### src/assert_macros.svh
// ---------------------------------------------------------------------------
// Assertion macros
// Clocked implication checks used by the file that asserts.
// ---------------------------------------------------------------------------
`ifndef ASSERT_MACROS_SVH
`define ASSERT_MACROS_SVH

// Same-cycle implication, gated off while reset is asserted.
`define LBPE_ASSERT_SAME(lbl, clk, rst_n, ante, cons) \
	lbl: assert property (@(posedge clk) disable iff (!rst_n) (ante) |-> (cons)) \
		else $error("lbpe assertion failed");

// Next-cycle implication, gated off while reset is asserted.
`define LBPE_ASSERT_NEXT(lbl, clk, rst_n, ante, cons) \
	lbl: assert property (@(posedge clk) disable iff (!rst_n) (ante) |=> (cons)) \
		else $error("lbpe assertion failed");

`endif

### src/lbpe_pkg.sv
// ---------------------------------------------------------------------------
// lbpe_pkg
// Types, constants and codes shared by the LED blink priority engine.
// ---------------------------------------------------------------------------
package lbpe_pkg;

	localparam int SLOTS     = 8;
	localparam int TIME_BITS = 16;
	localparam int SLOT_IW   = (SLOTS > 1) ? $clog2(SLOTS) : 1;

	typedef logic [SLOT_IW-1:0]   slot_idx_t;
	typedef logic [TIME_BITS-1:0] time_t;

	localparam slot_idx_t SLOT_LAST = SLOT_IW'(SLOTS - 1);
	localparam time_t     TIME_MASK = '1;

	typedef enum logic {
		OP_TICK = 1'b0,
		OP_ADD  = 1'b1
	} op_t;

	typedef enum logic [1:0] {
		KIND_BLINK = 2'd0,
		KIND_ON    = 2'd1,
		KIND_OFF   = 2'd2
	} kind_t;

	typedef struct packed {
		logic        op;
		logic [7:0]  priority_req;
		logic [1:0]  kind;
		logic [15:0] on_ticks;
		logic [15:0] off_ticks;
		logic [15:0] flash_count;
		logic        count_forever;
		logic        start_off;
	} req_t;

	typedef struct packed {
		logic        led_on;
		logic        has_pattern;
		logic [7:0]  top_priority;
		logic [15:0] top_count;
		logic        top_forever;
		logic [15:0] top_on_ticks;
		logic [15:0] top_off_ticks;
		logic        add_dropped;
	} rsp_t;

	// One table entry
	typedef struct packed {
		logic [7:0]  prio;
		logic        blink;
		logic        phase_on;
		time_t       on_time;
		time_t       off_time;
		time_t       ticks_left;
		logic [15:0] toggles;
		logic        endless;
		logic [15:0] ident;
	} slot_t;

	typedef enum logic [2:0] {
		ST_IDLE,
		ST_SCAN,
		ST_WRITE,
		ST_WALK,
		ST_RESULT
	} lbpe_state_t;

	typedef struct packed {
		logic      capture;
		logic      scan_step;
		logic      write_en;
		logic      walk_step;
		logic      last;
		logic      rd_top;
		logic      load_result;
		slot_idx_t idx;
	} lbpe_cmd_t;

	typedef struct packed {
		logic req_op;
		logic rsp_busy;
	} lbpe_status_t;

endpackage

### src/lbpe_req_if.sv
// ---------------------------------------------------------------------------
// lbpe_req_if
// Request channel: valid/ready with one request item as payload.
// ---------------------------------------------------------------------------
interface lbpe_req_if import lbpe_pkg::*; ();
	logic valid;
	logic ready;
	req_t data;

	modport source (output valid, output data, input ready);
	modport sink (input valid, input data, output ready);
endinterface

### src/lbpe_rsp_if.sv
// ---------------------------------------------------------------------------
// lbpe_rsp_if
// Response channel: valid/ready with one result item as payload.
// ---------------------------------------------------------------------------
interface lbpe_rsp_if import lbpe_pkg::*; ();
	logic valid;
	logic ready;
	rsp_t data;

	modport source (output valid, output data, input ready);
	modport sink (input valid, input data, output ready);
endinterface

### src/lbpe_ctrl.sv
// ---------------------------------------------------------------------------
// lbpe_ctrl
// Sequencer: steps the slot index through the add scan or the tick walk.
// ---------------------------------------------------------------------------
module lbpe_ctrl import lbpe_pkg::*; (
	input  logic         clk,
	input  logic         arst_n,
	input  logic         in_valid,
	output logic         in_ready,
	input  lbpe_status_t status,
	output lbpe_cmd_t    cmd
);

	lbpe_state_t state_q, state_d;
	slot_idx_t   idx_q;
	logic        last;

	assign last = (idx_q == SLOT_LAST);

	always_ff @(posedge clk or negedge arst_n) begin
		if (!arst_n) begin
			state_q <= ST_IDLE;
			idx_q   <= '0;
		end else begin
			state_q <= state_d;
			if (cmd.capture) begin
				idx_q <= '0;
			end else if (cmd.scan_step || cmd.walk_step) begin
				idx_q <= last ? '0 : idx_q + slot_idx_t'(1);
			end
		end
	end

	always_comb begin
		state_d = state_q;
		unique case (state_q)
			ST_IDLE: begin
				if (in_valid) begin
					state_d = (op_t'(status.req_op) == OP_ADD) ? ST_SCAN : ST_WALK;
				end
			end
			ST_SCAN: begin
				if (last) begin
					state_d = ST_WRITE;
				end
			end
			ST_WRITE: begin
				state_d = ST_RESULT;
			end
			ST_WALK: begin
				if (last) begin
					state_d = ST_RESULT;
				end
			end
			ST_RESULT: begin
				if (!status.rsp_busy) begin
					state_d = ST_IDLE;
				end
			end
			default: begin
				state_d = ST_IDLE;
			end
		endcase
	end

	always_comb begin
		cmd          = '0;
		cmd.idx      = idx_q;
		cmd.last     = last;
		in_ready     = 1'b0;
		unique case (state_q)
			ST_IDLE: begin
				in_ready    = 1'b1;
				cmd.capture = in_valid;
			end
			ST_SCAN: begin
				cmd.scan_step = 1'b1;
			end
			ST_WRITE: begin
				cmd.write_en = 1'b1;
			end
			ST_WALK: begin
				cmd.walk_step = 1'b1;
			end
			ST_RESULT: begin
				cmd.rd_top      = 1'b1;
				cmd.load_result = !status.rsp_busy;
			end
			default: begin
				cmd.capture = 1'b0;
			end
		endcase
	end

endmodule

### src/lbpe_dpath.sv
// ---------------------------------------------------------------------------
// lbpe_dpath
// Slot table, top tracking, LED state and the result register.
// ---------------------------------------------------------------------------
module lbpe_dpath import lbpe_pkg::*; (
	input  logic         clk,
	input  logic         arst_n,
	input  req_t         req_data,
	input  lbpe_cmd_t    cmd,
	output lbpe_status_t status,
	lbpe_rsp_if.source   rsp
);

	slot_t       slot_q [SLOTS];
	logic [SLOTS-1:0] valid_q;

	req_t        in_q;
	logic        dropped_q;
	logic        match_found_q, free_found_q;
	slot_idx_t   match_idx_q, free_idx_q;
	logic        top_valid_q;
	slot_idx_t   top_idx_q;
	logic [7:0]  top_pri_q;
	logic        best_valid_q;
	slot_idx_t   best_idx_q;
	logic [7:0]  best_pri_q;
	logic        led_q;
	logic [15:0] shown_q;
	logic [15:0] ident_q;
	rsp_t        rsp_q;
	logic        rsp_valid_q;

	slot_idx_t   rd_addr;
	slot_t       rd;
	logic        rd_v;

	// walk update of the addressed slot
	slot_t       upd;
	logic        upd_v;
	logic        is_top;
	logic        led_d;
	logic [15:0] shown_d;
	time_t       tl;
	logic        cand;

	// add target
	logic        tgt_ok;
	slot_idx_t   tgt;
	slot_t       add_e;

	logic        wr_en;
	slot_idx_t   wr_addr;
	slot_t       wr_data;
	logic        wr_valid;

	assign status.req_op   = req_data.op;
	assign status.rsp_busy = rsp_valid_q && !rsp.ready;
	assign rsp.valid       = rsp_valid_q;
	assign rsp.data        = rsp_q;

	assign rd_addr = cmd.rd_top ? top_idx_q : cmd.idx;
	assign rd      = slot_q[rd_addr];
	assign rd_v    = valid_q[rd_addr];

	always_comb begin
		upd     = rd;
		upd_v   = rd_v;
		led_d   = led_q;
		shown_d = shown_q;
		tl      = rd.ticks_left;
		is_top  = top_valid_q && (top_idx_q == cmd.idx);
		if (rd_v) begin
			if (is_top && (shown_q != rd.ident)) begin
				shown_d = rd.ident;
				led_d   = rd.phase_on;
			end
			if (rd.blink) begin
				if (tl != '0) begin
					tl = tl - time_t'(1);
				end
				upd.ticks_left = tl;
				if (tl == '0) begin
					if (is_top) begin
						led_d = !rd.phase_on;
					end
					if (!rd.endless && (rd.toggles == 16'd0)) begin
						upd_v = 1'b0;
					end else begin
						if (!rd.endless) begin
							upd.toggles = rd.toggles - 16'd1;
						end
						upd.ticks_left = rd.phase_on ? rd.off_time : rd.on_time;
						upd.phase_on   = !rd.phase_on;
					end
				end
			end else if (is_top) begin
				led_d = rd.phase_on;
			end
		end
		// fold the updated slot into the search for the new top
		cand = upd_v && (!best_valid_q || (upd.prio > best_pri_q));
	end

	always_comb begin
		tgt_ok = match_found_q || free_found_q;
		tgt    = match_found_q ? match_idx_q : free_idx_q;

		add_e            = '0;
		add_e.prio       = in_q.priority_req;
		add_e.ident      = ident_q + 16'd1;
		add_e.toggles    = in_q.flash_count;
		add_e.endless    = in_q.count_forever;
		add_e.ticks_left = '0;
		case (in_q.kind)
			KIND_BLINK: begin
				add_e.blink    = 1'b1;
				add_e.on_time  = TIME_BITS'(in_q.on_ticks);
				add_e.off_time = TIME_BITS'(in_q.off_ticks);
				add_e.phase_on = in_q.start_off;
			end
			KIND_ON: begin
				add_e.blink    = 1'b0;
				add_e.on_time  = TIME_MASK;
				add_e.off_time = '0;
				add_e.phase_on = 1'b1;
			end
			default: begin
				add_e.blink    = 1'b0;
				add_e.on_time  = '0;
				add_e.off_time = TIME_MASK;
				add_e.phase_on = 1'b0;
			end
		endcase
	end

	always_comb begin
		wr_en    = 1'b0;
		wr_addr  = cmd.idx;
		wr_data  = upd;
		wr_valid = upd_v;
		if (cmd.walk_step) begin
			wr_en = 1'b1;
		end else if (cmd.write_en && tgt_ok) begin
			wr_en    = 1'b1;
			wr_addr  = tgt;
			wr_data  = add_e;
			wr_valid = 1'b1;
		end
	end

	always_ff @(posedge clk) begin
		if (wr_en) begin
			slot_q[wr_addr] <= wr_data;
		end
	end

	always_ff @(posedge clk) begin
		if (cmd.capture) begin
			in_q <= req_data;
		end
		if (cmd.load_result) begin
			rsp_q.led_on        <= led_q;
			rsp_q.has_pattern   <= top_valid_q;
			rsp_q.top_priority  <= top_valid_q ? rd.prio : 8'd0;
			rsp_q.top_count     <= top_valid_q ? rd.toggles : 16'd0;
			rsp_q.top_forever   <= top_valid_q && rd.endless;
			rsp_q.top_on_ticks  <= top_valid_q ? 16'(rd.on_time) : 16'd0;
			rsp_q.top_off_ticks <= top_valid_q ? 16'(rd.off_time) : 16'd0;
			rsp_q.add_dropped   <= dropped_q;
		end
	end

	always_ff @(posedge clk or negedge arst_n) begin
		if (!arst_n) begin
			valid_q       <= '0;
			top_valid_q   <= 1'b0;
			top_idx_q     <= '0;
			top_pri_q     <= '0;
			best_valid_q  <= 1'b0;
			best_idx_q    <= '0;
			best_pri_q    <= '0;
			match_found_q <= 1'b0;
			match_idx_q   <= '0;
			free_found_q  <= 1'b0;
			free_idx_q    <= '0;
			dropped_q     <= 1'b0;
			led_q         <= 1'b0;
			shown_q       <= '0;
			ident_q       <= '0;
			rsp_valid_q   <= 1'b0;
		end else begin
			if (wr_en) begin
				valid_q[wr_addr] <= wr_valid;
			end

			if (cmd.capture) begin
				match_found_q <= 1'b0;
				free_found_q  <= 1'b0;
				best_valid_q  <= 1'b0;
				dropped_q     <= 1'b0;
			end

			// first equal-priority entry, else lowest free slot
			if (cmd.scan_step) begin
				if (rd_v && (rd.prio == in_q.priority_req) && !match_found_q) begin
					match_found_q <= 1'b1;
					match_idx_q   <= cmd.idx;
				end
				if (!rd_v && !free_found_q) begin
					free_found_q <= 1'b1;
					free_idx_q   <= cmd.idx;
				end
			end

			if (cmd.write_en) begin
				if (tgt_ok) begin
					ident_q <= add_e.ident;
					if (!top_valid_q || (in_q.priority_req > top_pri_q)) begin
						top_valid_q <= 1'b1;
						top_idx_q   <= tgt;
						top_pri_q   <= in_q.priority_req;
					end
				end else begin
					dropped_q <= 1'b1;
				end
			end

			if (cmd.walk_step) begin
				led_q   <= led_d;
				shown_q <= shown_d;
				if (cand) begin
					best_valid_q <= 1'b1;
					best_idx_q   <= cmd.idx;
					best_pri_q   <= upd.prio;
				end
				// hand the finished search over as the new top
				if (cmd.last) begin
					top_valid_q <= cand || best_valid_q;
					top_idx_q   <= cand ? cmd.idx : best_idx_q;
					top_pri_q   <= cand ? upd.prio : best_pri_q;
				end
			end

			if (cmd.load_result) begin
				rsp_valid_q <= 1'b1;
			end else if (rsp.ready) begin
				rsp_valid_q <= 1'b0;
			end
		end
	end

endmodule

### src/led_blink_priority_engine.sv
// ---------------------------------------------------------------------------
// led_blink_priority_engine
// Priority table of LED blink patterns; one result per request item.
// ---------------------------------------------------------------------------
//  channel  dir  payload  transfer on
//  req      in   req_t    req.valid && req.ready
//  rsp      out  rsp_t    rsp.valid && rsp.ready
//
// A tick runs accept, a walk of one slot per cycle, then result;
// an add runs accept, scan, write, then result.
// The slot table has a single read port and a single write port.
// Reset clears the valid bits, top tracking, LED level and ident counters.
// A result waits in the output register; a new item is taken meanwhile,
// and the block holds in its result step only while that register is full and not taken.
// ---------------------------------------------------------------------------
`include "assert_macros.svh"

module led_blink_priority_engine import lbpe_pkg::*; (
	input  logic       clk,
	input  logic       arst_n,
	lbpe_req_if.sink   req,
	lbpe_rsp_if.source rsp
);

	lbpe_cmd_t    cmd;
	lbpe_status_t status;
	logic         in_ready;

	assign req.ready = in_ready;

	lbpe_ctrl u_ctrl (
		.clk      (clk),
		.arst_n   (arst_n),
		.in_valid (req.valid),
		.in_ready (in_ready),
		.status   (status),
		.cmd      (cmd)
	);

	lbpe_dpath u_dpath (
		.clk      (clk),
		.arst_n   (arst_n),
		.req_data (req.data),
		.cmd      (cmd),
		.status   (status),
		.rsp      (rsp)
	);

	`LBPE_ASSERT_SAME(a_no_overwrite, clk, arst_n, cmd.load_result, !status.rsp_busy)
	`LBPE_ASSERT_NEXT(a_result_shown, clk, arst_n, cmd.load_result, rsp.valid)
	`LBPE_ASSERT_NEXT(a_busy_after_transfer, clk, arst_n, req.valid && req.ready, !req.ready)
	`LBPE_ASSERT_SAME(a_write_after_scan, clk, arst_n, cmd.write_en, $past(cmd.scan_step))

endmodule
### src/flat_wrapper.sv
// flat-port wrapper written by rule: the top's interface ports become plain ports
module led_blink_priority_engine_flat import lbpe_pkg::*;
  (clk, arst_n, req_valid, req_data, req_ready, rsp_valid, rsp_data, rsp_ready);
  lbpe_req_if req_i ();
  lbpe_rsp_if rsp_i ();
  input  logic clk;
  input  logic arst_n;
  input wire logic [$bits(req_i.valid)-1:0] req_valid;
  input wire logic [$bits(req_i.data)-1:0] req_data;
  output wire logic [$bits(req_i.ready)-1:0] req_ready;
  output wire logic [$bits(rsp_i.valid)-1:0] rsp_valid;
  output wire logic [$bits(rsp_i.data)-1:0] rsp_data;
  input wire logic [$bits(rsp_i.ready)-1:0] rsp_ready;
  assign req_i.valid = req_valid;
  assign req_i.data = req_data;
  assign req_ready = req_i.ready;
  assign rsp_valid = rsp_i.valid;
  assign rsp_data = rsp_i.data;
  assign rsp_i.ready = rsp_ready;
  led_blink_priority_engine u_core (.clk(clk), .arst_n(arst_n), .req(req_i), .rsp(rsp_i));
endmodule
### config.mk
export PLATFORM = sky130hd
export DESIGN_NAME = led_blink_priority_engine_flat
export DESIGN_NICKNAME = d
export VERILOG_FILES = /design/src/lbpe_pkg.sv /design/src/lbpe_req_if.sv /design/src/lbpe_rsp_if.sv /design/src/lbpe_ctrl.sv /design/src/lbpe_dpath.sv /design/src/led_blink_priority_engine.sv /design/src/flat_wrapper.sv
export VERILOG_INCLUDE_DIRS = /design/src /design/src/src
export SDC_FILE = /design/constraint.sdc
export NUM_CORES = 1
export LEC_CHECK = 0
export BUFFER_PORTS_ARGS = -buffer_cell sky130_fd_sc_hd__buf_2
export CAP_MARGIN = 0
export CORE_ASPECT_RATIO = 1.75
export CORE_MARGIN = 2
export CORE_UTILIZATION = 55
export DETAILED_ROUTE_END_ITERATION = 10
export PLACE_DENSITY = 0.82
export SLEW_MARGIN = 40
export SYNTH_ARGS = -nofsm -noshare
export SYNTH_HDL_FRONTEND = slang
export SYNTH_SLANG_ARGS = --single-unit
### constraint.sdc
create_clock -name clk -period 16.2 [get_ports clk]
set_input_delay 0.81 -clock clk [delete_from_list [all_inputs] [get_ports clk]]
set_output_delay 0.81 -clock clk [all_outputs]
set_load 0.005 [all_outputs]
* Word level (Yosys, flattened, before mapping) *
Memory sizes are Yosys's and may differ from the RTL's.
Index checks and enable logic that the tools add are counted.

word-level totals
  logic and storage cells = 180
  bits in registers = 201
  memories kept = 1
  bits of input ports = 65
  output and inout bits = 62
  memory bits (writable) = 728

memories
  name                   depth  width  rd ports  clocked after memory_dff  wr ports  RTL line          source
  u_core.u_dpath.slot_q  8      91     1         0                         1         lbpe_dpath.sv:14  slot_t slot_q [SLOTS];

operators by class
  mux-type cells = 86
  $lt $le $gt $ge = 5
  reduce and logical (&&, ||, !) cells = 38
  equal/unequal tests = 13
  add/sub/neg operators = 4

operators by type and width
  operator                                                              number
  91-bit 2-to-1 mux                                                     2
  32-bit 2-to-1 mux                                                     4
  16-bit 2-to-1 mux                                                     5
  34-bit case mux with 2 select lines                                   1
  3-bit 2-to-1 mux                                                      17
  8-bit 2-to-1 mux                                                      6
  1-bit 2-to-1 mux                                                      45
  16-bit zero test                                                      2
  16-bit by 1-bit subtractor with 16-bit output, second input constant  2
  16-bit by 1-bit adder with 16-bit output, second input constant       1
  8-bit greater-than comparator                                         2
  16-bit inequality test                                                1
  16-bit nonzero test                                                   1
  3-bit case mux with 5 select lines                                    1
  1-bit logical AND                                                     11
  1-bit zero test                                                       9
  8-bit bitwise mux                                                     1
  8-bit == test                                                         1
  3-bit by 4-bit < comparator with 1-bit output, second input constant  2
  2-bit inequality test, second input constant                          4
  2-bit AND reduction                                                   4
  3-bit by 2-bit == test with 1-bit output, second input constant       2
  3-bit == test, second input constant                                  2
  1-bit logical OR                                                      5
  13 further kinds                                                      15

* Logic depth before layout (Yosys ltp) *
Gate-level depths: netlist (run 1).
An unclocked memory read counts as a cell.

  depth in word-level cells = 18
  gate-level depth with buffers = 28
  depth with buffers taken out = 18

* Hierarchy *
A second synthesis (run 1) with hierarchy kept.

unflattened totals
  cell total of the unflattened synthesis = 2385
  area, all modules = 39001.2 um^2

by module, submodules not included
  module      instances  sequential area each (um^2)  cells an instance  area each (um^2)
  lbpe_dpath  1          27341.2                      2351               38652.1
  lbpe_ctrl   1          150.1                        34                 349.1

* Worst setup path after synthesis (run 1) *
No wires, ideal clock.

  path type = reg2reg
  from = register u_core.u_ctrl.idx_q[1]
  to = register u_core.u_dpath.valid_q[0]
  path buffers = 3
  data required time = 16.103 ns
  arrival = 8.495 ns
  clock period less this slack = 8.592 ns
  setup slack = 7.608 ns
  setup time = 0.097 ns
  cell stages (with the launch flop) = 8
  path through = dfrtp_1 > buf_2 > clkbuf_1 > clkbuf_1 > nand2_1 > o21ai_0 > nor3_1 > mux2_2

between the ends
  cells in the longest elaborated chain, start to end = 13
  elaborated cells on any way between the ends = 27
  those cells by class = 1 x add/sub; 2 x order compare; 17 x mux; 6 x reduce/logical; 1 x memory

ends and longest elaborated chain
  item                                                                                         RTL line                            source
  from (decl)                                                                                  lbpe_ctrl.sv:15                     slot_idx_t idx_q;
  from (signal assigned)                                                                       lbpe_ctrl.sv:29                     idx_q <= last ? '0 : idx_q + slot_idx_t'(1);
  3-bit 2-to-1 mux                                                                             lbpe_dpath.sv:61                    assign rd_addr = cmd.rd_top ? top_idx_q : cmd.idx;
  memory read 8 x 91 bit                                                                       n/a
  16-bit by 1-bit subtractor with 16-bit output / 16-bit nonzero test (equally long branches)  lbpe_dpath.sv:79, lbpe_dpath.sv:78
  16-bit 2-to-1 mux                                                                            lbpe_dpath.sv:78                    if (tl != '0) begin
  16-bit 2-to-1 mux                                                                            lbpe_dpath.sv:77                    if (rd.blink) begin
  16-bit 2-to-1 mux                                                                            lbpe_dpath.sv:72                    if (rd_v) begin
  16-bit zero test                                                                             lbpe_dpath.sv:82                    if (tl == '0) begin
  1-bit 2-to-1 mux                                                                             lbpe_dpath.sv:82
  1-bit 2-to-1 mux                                                                             lbpe_dpath.sv:77
  1-bit 2-to-1 mux                                                                             lbpe_dpath.sv:72
  1-bit 2-to-1 mux                                                                             lbpe_dpath.sv:143                   end else if (cmd.write_en && tgt_ok) begin
  1-bit 2-to-1 mux                                                                             lbpe_dpath.sv:141                   if (cmd.walk_step) begin
  8-bit bitwise mux (*)                                                                        lbpe_dpath.sv:193                   valid_q[wr_addr] <= wr_valid;
  to (signal, indexed assignment)                                                              lbpe_dpath.sv:193
  to (decl)                                                                                    lbpe_dpath.sv:15                    logic [SLOTS-1:0] valid_q;

Every way passes the cells marked *; elsewhere a longest branch is shown, timed or not. The select of a mux whose other input is x is not followed.
A chain may end at the register's enable or synchronous reset.

==> results.toml, run 1 <==
[placement]
placed_cell_area_um2 = 41730
place_ws_ns = 9.037
port_buffers = 126
place_congestion = 0.9040
hpwl_um = 58940
placedCellCount = 4116

[route]
first_iter_violations = 3272
drc = 0
drt-wirelength-per-cell_um = 23.73
drt_first_pass_iters = 5
drt-total-wl_um = 101300
ant_nets = 0
viasPerCell = 6.339
vias = 27050

[sta]
setup_tns_ns = 0
finClkSkew_ns = 0.02906
hold_violations = 0
max_freq_mhz = 136.0
tightestPinTransition_ns = 0.8977
fin_crit_ns = 7.355
fin_ws_ns = 8.845
finalSetupViolations = 0
whs_ns = 0.3033
fin_crit_sh_pct = 45.40
max_slew_margin_pct = 39.64
rsz0062_at_grt = "no"
drv_slew = 0

[logic_synthesis]
synth_edf_count = 848
syn_nets = 3289
yosys.area.top_type_share_pct = 63.47
ys_ff_latch = 929
synth_flop_cell = "edfxtp_1"
synthSimpleGateAreaFrac_pct = 15.37
synth_top_area_cell = "edfxtp_1"
yosysMostFrequentCell = "edfxtp_1"
async_flop_share_pct = 8.719
seq_area_frac_synth_pct = 68.52
synth_fa_ha_area_share_pct = 0.6549
synth_xor_area_share_pct = 1.569
netlist_instances = 3203
synth.cell_area_um2 = 40120
ys_warn_count = 0
syn_avg_cell_area_um2 = 12.53
synth.top_cells.by_count = "edfxtp_1, nand2_1, nand3_1"
synth_cell_types = 91
synth-compound-area-share_pct = 7.294
synth_top_family_by_area = "simple AND/OR/NAND/NOR gates"
synthMuxAreaShare_pct = 3.942
synthTopCellsByArea = "edfxtp_1, nand2_1, dfrtp_1"

[grt]
met2_usage_pct = 46.80
antenna_found_initial = 0
busiest_layer = "met2"
grt_pass1_wl_um = 153800
grt_max_degree = 163
globalRouteTotalUtil_pct = 26.85
first_global_vias = 26750
grt_overflow = 0
grt_util_met3_pct = 4.375
grt.met1_usage_pct = 32.25

[clocking]
clk_latency_ns = 0.68
cts_resized = 0
htree_levels = 3
clk_pin_slew_ns = 0.07
cts_tree = "done"
post_cts_buffers = 0
max-clock-path-buffers = 3
clock_sinks = 929
cts_root_buf = "clkbuf_16"
cts_buffers = 81

[floorplan]
core-area_um2 = 72610
die_x_um = 208.2
io_pins = 127
rows = 131
dieArea_um2 = 75210
initial_core_util_pct = 55.26
die_y_um = 361.3

[layout]
area.growth.synth_to_final_pct = 11.32
final_nets = 3357
layoutNonFillerInstCount = 4267
n_antenna_cell = 0
fill_cells = 5209
fin_area_um2 = 44660
drive_above_1_share_pct = 13.10
final_core_util_pct = 61.51

[setup_path]
crit_required_ns = 16.54
cp-start-kind = "flip-flop"
r2r_cells = 16
criticalPathCategory = "reg -> reg"
worstPathMaxFanout = 120
cp-end-kind = "flip-flop"
arrival_ns = 7.70

[power_and_ir_drop]
finalPower_mw = 9.478
powerDensity_nw_per_um2 = 212.2
irDropWorstVdd_uv = 120.6
leakage_nw = 15.85

[outcome]
status = "completed"

[worst_hold_path]
min_path_cells = 1
holdCritPathClass = "in -> reg"

[flow_run]
drv_cap = 0
==> flip-flops by register name (all words and copies together) (netlist names), named ones only <==
name                          cells
u_core.u_dpath.free_found_q       1
u_core.u_dpath.best_valid_q       1
u_core.u_dpath.valid_q            8
u_core.u_dpath.top_pri_q          8
u_core.u_dpath.best_idx_q         3
u_core.u_dpath.top_idx_q          3
u_core.u_dpath.rsp.valid          1
u_core.u_dpath.slot_q           728
u_core.u_dpath.match_idx_q        3
u_core.u_ctrl.state_q             3
u_core.u_dpath.ident_q           16
u_core.u_dpath.add_e             25
u_core.u_ctrl.idx_q               3
u_core.u_dpath.rsp.data          60
u_core.u_dpath.free_idx_q         3
u_core.u_dpath.shown_q           16
u_core.u_dpath.in_q              35
u_core.u_dpath.top_valid_q        1
u_core.u_dpath.best_pri_q         8
u_core.u_dpath.match_found_q      1
u_core.u_dpath.dropped_q          1
==> cells in the final DEF (no fill, tap or decap), drive strengths merged, types with 20 or more instances in the layout <==
cell type	n
mux4	20
mux2	39
nor2	185
a21oi	158
o21ai	60
nand2	711
inv	32
mux2i	66
xor2	25
buf	193
a31oi	68
clkbuf	96
edfxtp	848
nor4	25
xnor2	46
and3	72
nor3	53
nand3	198
or3	30
a311oi	57
clkinv	31
nor2b	24
ha	21
dfrtp	81
==> power breakdown <==
| group | leakage [nW] | total [mW] | switching (mW) | internal [mW] |
|---|---|---|---|---|
| Clock | 1.37 | 2.07 | 0.881 | 1.19 |
| Sequential | 8.73 | 3.73 | 0.146 | 3.58 |
| Combinational | 5.75 | 3.68 | 2.61 | 1.07 |
==> timing repair <==
item	4_1_cts	5_1_grt
endpoints found under the hold margin	8	0
hold buffers	1	0
endpoints found under the setup margin	0	0
==> layer usage <==
layer / routed length (µm) / vias up
li1: - / 11900
met1: 35370 / 13200
met2: 51570 / 1620
met3: 9054 / 325
met4: 5280 / 0
met5: 0 / -
==> critical path: stages, from the launching register on <==
cell and delay, ns:
dfrtp_1 0.57, or3b_1 0.42, buf_4 0.24, a21oi_4 0.46, buf_8 0.25, buf_4 0.67
buf_12 0.53, nor2_1 0.18, a211oi_2 0.49, or2_1 0.22, nor3_2 0.11, a21oi_1 0.29
xor2_1 0.54, nand4_4 0.26, nor4_2 0.71, a21boi_1 0.16, o31ai_1 0.80
==> cell families after synthesis <==
group                      after synthesis
and+or+nand+nor                       1369
DFF                                    929
AOI/OAI and AO/OA                      449
buffers and inverters                  239
muxes                                  125
xor gates and xnor gates                71
adders and majority gates               21
==> final timing paths <==
path,startpoint,to,slack [ns]
max,u_core.u_ctrl.state_q[1],u_core.u_dpath.slot_q[7][26],8.84
min,req_data[6],u_core.u_dpath.add_e[21],0.30
max reg2reg,u_core.u_ctrl.state_q[1],u_core.u_dpath.slot_q[7][26],8.84
min reg2reg,u_core.u_dpath.ident_q[15],u_core.u_dpath.ident_q[15],0.50
max in group asynchronous,arst_n,u_core.u_dpath.shown_q[14],14.77
min in group asynchronous,arst_n,u_core.u_ctrl.state_q[0],0.50
==> layout make-up <==
class / count / area (µm²) / share of cell area, %
clock buffers: 95 / 2153 / 4.821
clock inverters: 53 / 693.2 / 1.552
inverters: 29 / 108.9 / 0.2437
multi-input cells: 2035 / 11750 / 26.31
flip-flops and latches: 929 / 27490 / 61.55
well taps: 931 / 1165 / 2.608
repair buffers: 195 / 1300 / 2.911
Note: power is estimated with default switching activity, not from simulation.
==> run 2: changes to the inputs <==
PLACE_DENSITY = 0.85   (was 0.82)
clock period = 5.9 ns   (was 16.2 ns; I/O delays follow)
==> run 2 against run 1 <==
Utilization rose by 1.3 points. Largest power group is now combinational cells. First-iteration DRC count is 13% higher. Die area unchanged. Cell area grew 2.1%. Clock power grew to 2.7 times the previous value. Worst hold slack worse by 0.25 ns. Worst setup slack got worse by 8.7 ns. Via count rose by 4.4%.
==> results.toml, run 2 (synthesized netlist as in run 1, its figures left out) <==
[layout]
mostFrequentLayoutCells = "edfxtp_1, nand2_1, nand3_1, nor2_1, a21oi_1"
largest_reg_flops = 728
fill_cells = 5001
final_core_util_pct = 62.81
largest-register = "u_core.u_dpath.slot_q"
final_nets = 3468
layoutNonFillerInstCount = 4378
n_antenna_cell = 0
layout_commonest_cell = "edfxtp_1"
drive_above_1_share_pct = 13.93
area.growth.synth_to_final_pct = 13.67
fin_area_um2 = 45610

[floorplan]
die_y_um = 361.3
dieArea_um2 = 75210
io_pins = 127
core-area_um2 = 72610
die_x_um = 208.2
rows = 131
initial_core_util_pct = 55.26

[clocking]
clk_latency_ns = 0.67
cts_buffers = 82
max-clock-path-buffers = 3
clk_pin_slew_ns = 0.07
cts_root_buf = "clkbuf_16"
clock_sinks = 929
cts_tree = "done"
htree_levels = 3

[setup_path]
crit_required_ns = 6.24
cp-end-kind = "flip-flop"
crit_chain = "or3b_1, a21o_4, buf_4, mux2i_1, a221o_1, o21ai_1, buf_4, or2_1, nor4_2, xnor2_1, nand2_1, nor3_2, buf_4, a21oi_1, a211oi_1"
critPathMaxStageDelay_ns = 0.78
r2r-end = "u_core.u_dpath.slot_q[0][41]"
r2r-start = "u_core.u_ctrl.state_q[0]"
cp.buffers_inverters = 3
arrival_ns = 6.05
crit_top_cell = "buf_4"
rrSetupSlack_ns = 0.19
r2r_cells = 15
crit_slowest_cell = "a211oi_1"
criticalPathCategory = "reg -> reg"
crit_family = "compound AO/OA/AOI/OAI gates"
worstPathMaxFanout = 37
cp-start-kind = "flip-flop"

[grt]
first_global_vias = 28010
grt_overflow = 0
globalRouteTotalUtil_pct = 27.91
antenna_found_initial = 4
grt_max_degree = 93
grt_pass1_wl_um = 160000

[route]
drt-wirelength-per-cell_um = 24.16
vias = 28230
viasPerCell = 6.449
ant_nets = 0
first_iter_violations = 3697
drt_first_pass_iters = 6
drc = 0
drt-total-wl_um = 105800

[placement]
port_buffers = 126
hpwl_um = 61500
placed_cell_area_um2 = 42150
placedCellCount = 4163
place_congestion = 0.9143

[power_and_ir_drop]
powerDensity_nw_per_um2 = 576.4
irDropWorstVdd_uv = 319.3
leakage_nw = 16.32

[sta]
max_freq_mhz = 175.1
drv_slew = 0
rsz0062_at_grt = "no"
tightestPinTransition_ns = 0.9165
fin_crit_sh_pct = 96.78
fin_crit_ns = 5.710
hold_violations = 0
finClkSkew_ns = 0.02082
max_slew_margin_pct = 38.53
finalSetupViolations = 0

[worst_hold_path]
holdCritPathClass = "in -> async"

[outcome]
status = "completed"

[flow_run]
drv_cap = 0
-- run 2: changes by cell type in the layout (fill, tap and decap cells not counted), moves of 5 or more --
cell	previous run	this run
buf_12	4	13
clkbuf_1	10	16
clkinv_2	9	17
clkinv_4	6	1
dlygate4sd3_1	1	63
buf_4	46	98
buf_6	13	4
-- run 2: final cells by class --
cell class / instances / area [µm²] / area share [%]
clock buffers: 98 / 2112 / 4.631
repair buffers: 305 / 2352 / 5.157
clock inverters: 51 / 630.6 / 1.383
flip-flops and latches: 929 / 27490 / 60.27
multi-input cells: 2035 / 11750 / 25.76
well taps: 931 / 1165 / 2.554
inverters: 29 / 110.1 / 0.2414
-- run 2: worst max path at each step --
stage                              from                            to  slack [ns]  depth (start not counted)
2_1_floorplan    u_core.u_ctrl.idx_q[1]     u_core.u_dpath.valid_q[0]       -2.69                          7
3_3_place_gp   u_core.u_ctrl.state_q[0]  u_core.u_dpath.slot_q[3][26]        0.43                         16
3_5_place_dp   u_core.u_ctrl.state_q[0]  u_core.u_dpath.slot_q[6][39]        0.26                         16
4_1_cts        u_core.u_ctrl.state_q[0]  u_core.u_dpath.slot_q[0][39]        0.16                         16
5_1_grt        u_core.u_ctrl.state_q[2]  u_core.u_dpath.slot_q[7][18]       0.004                         15
6_report       u_core.u_ctrl.state_q[0]  u_core.u_dpath.slot_q[0][41]        0.19                         15
-- run 2: per-layer routing --
metal	GRT usage, %	wire length, µm	share of wire (%)	up-vias
li1	-	-	-	12150
met1	32.67	36080	34	13730
met2	48.70	53700	51	1937
met3	5.555	10580	10	414
met4	14.61	5372	5.1	8
met5	0	51	0.048	-
-- run 2: repair_timing --
item,in CTS,in global routing
setup buffers,0,2
setup endpoints to repair,0,101
hold endpoints to repair,143,0
gates resized for setup,0,2
hold buffers,63,0
-- run 2: power breakdown --
group | internal, mW | switching [mW]
sequential | 9.84 | 0.393
clock | 3.08 | 2.47
combinational | 3.17 | 7.34
-- run 2: metrics by stage --
step | total power [mW] | TNS [ns] | hold slack, ns | setup slack (ns)
after floorplan | 16.96 | -430.46 | -0.0005911 | -2.692
after global placement | 19.89 | 0 | 0.1764 | 0.4273
after detailed placement | 20.33 | 0 | 0.1815 | 0.2580
after CTS | 25.95 | 0 | 0.02833 | 0.1607
after global routing | 27.34 | 0 | 0.05891 | 0.003813
final | 26.29 | 0 | 0.05255 | 0.1900
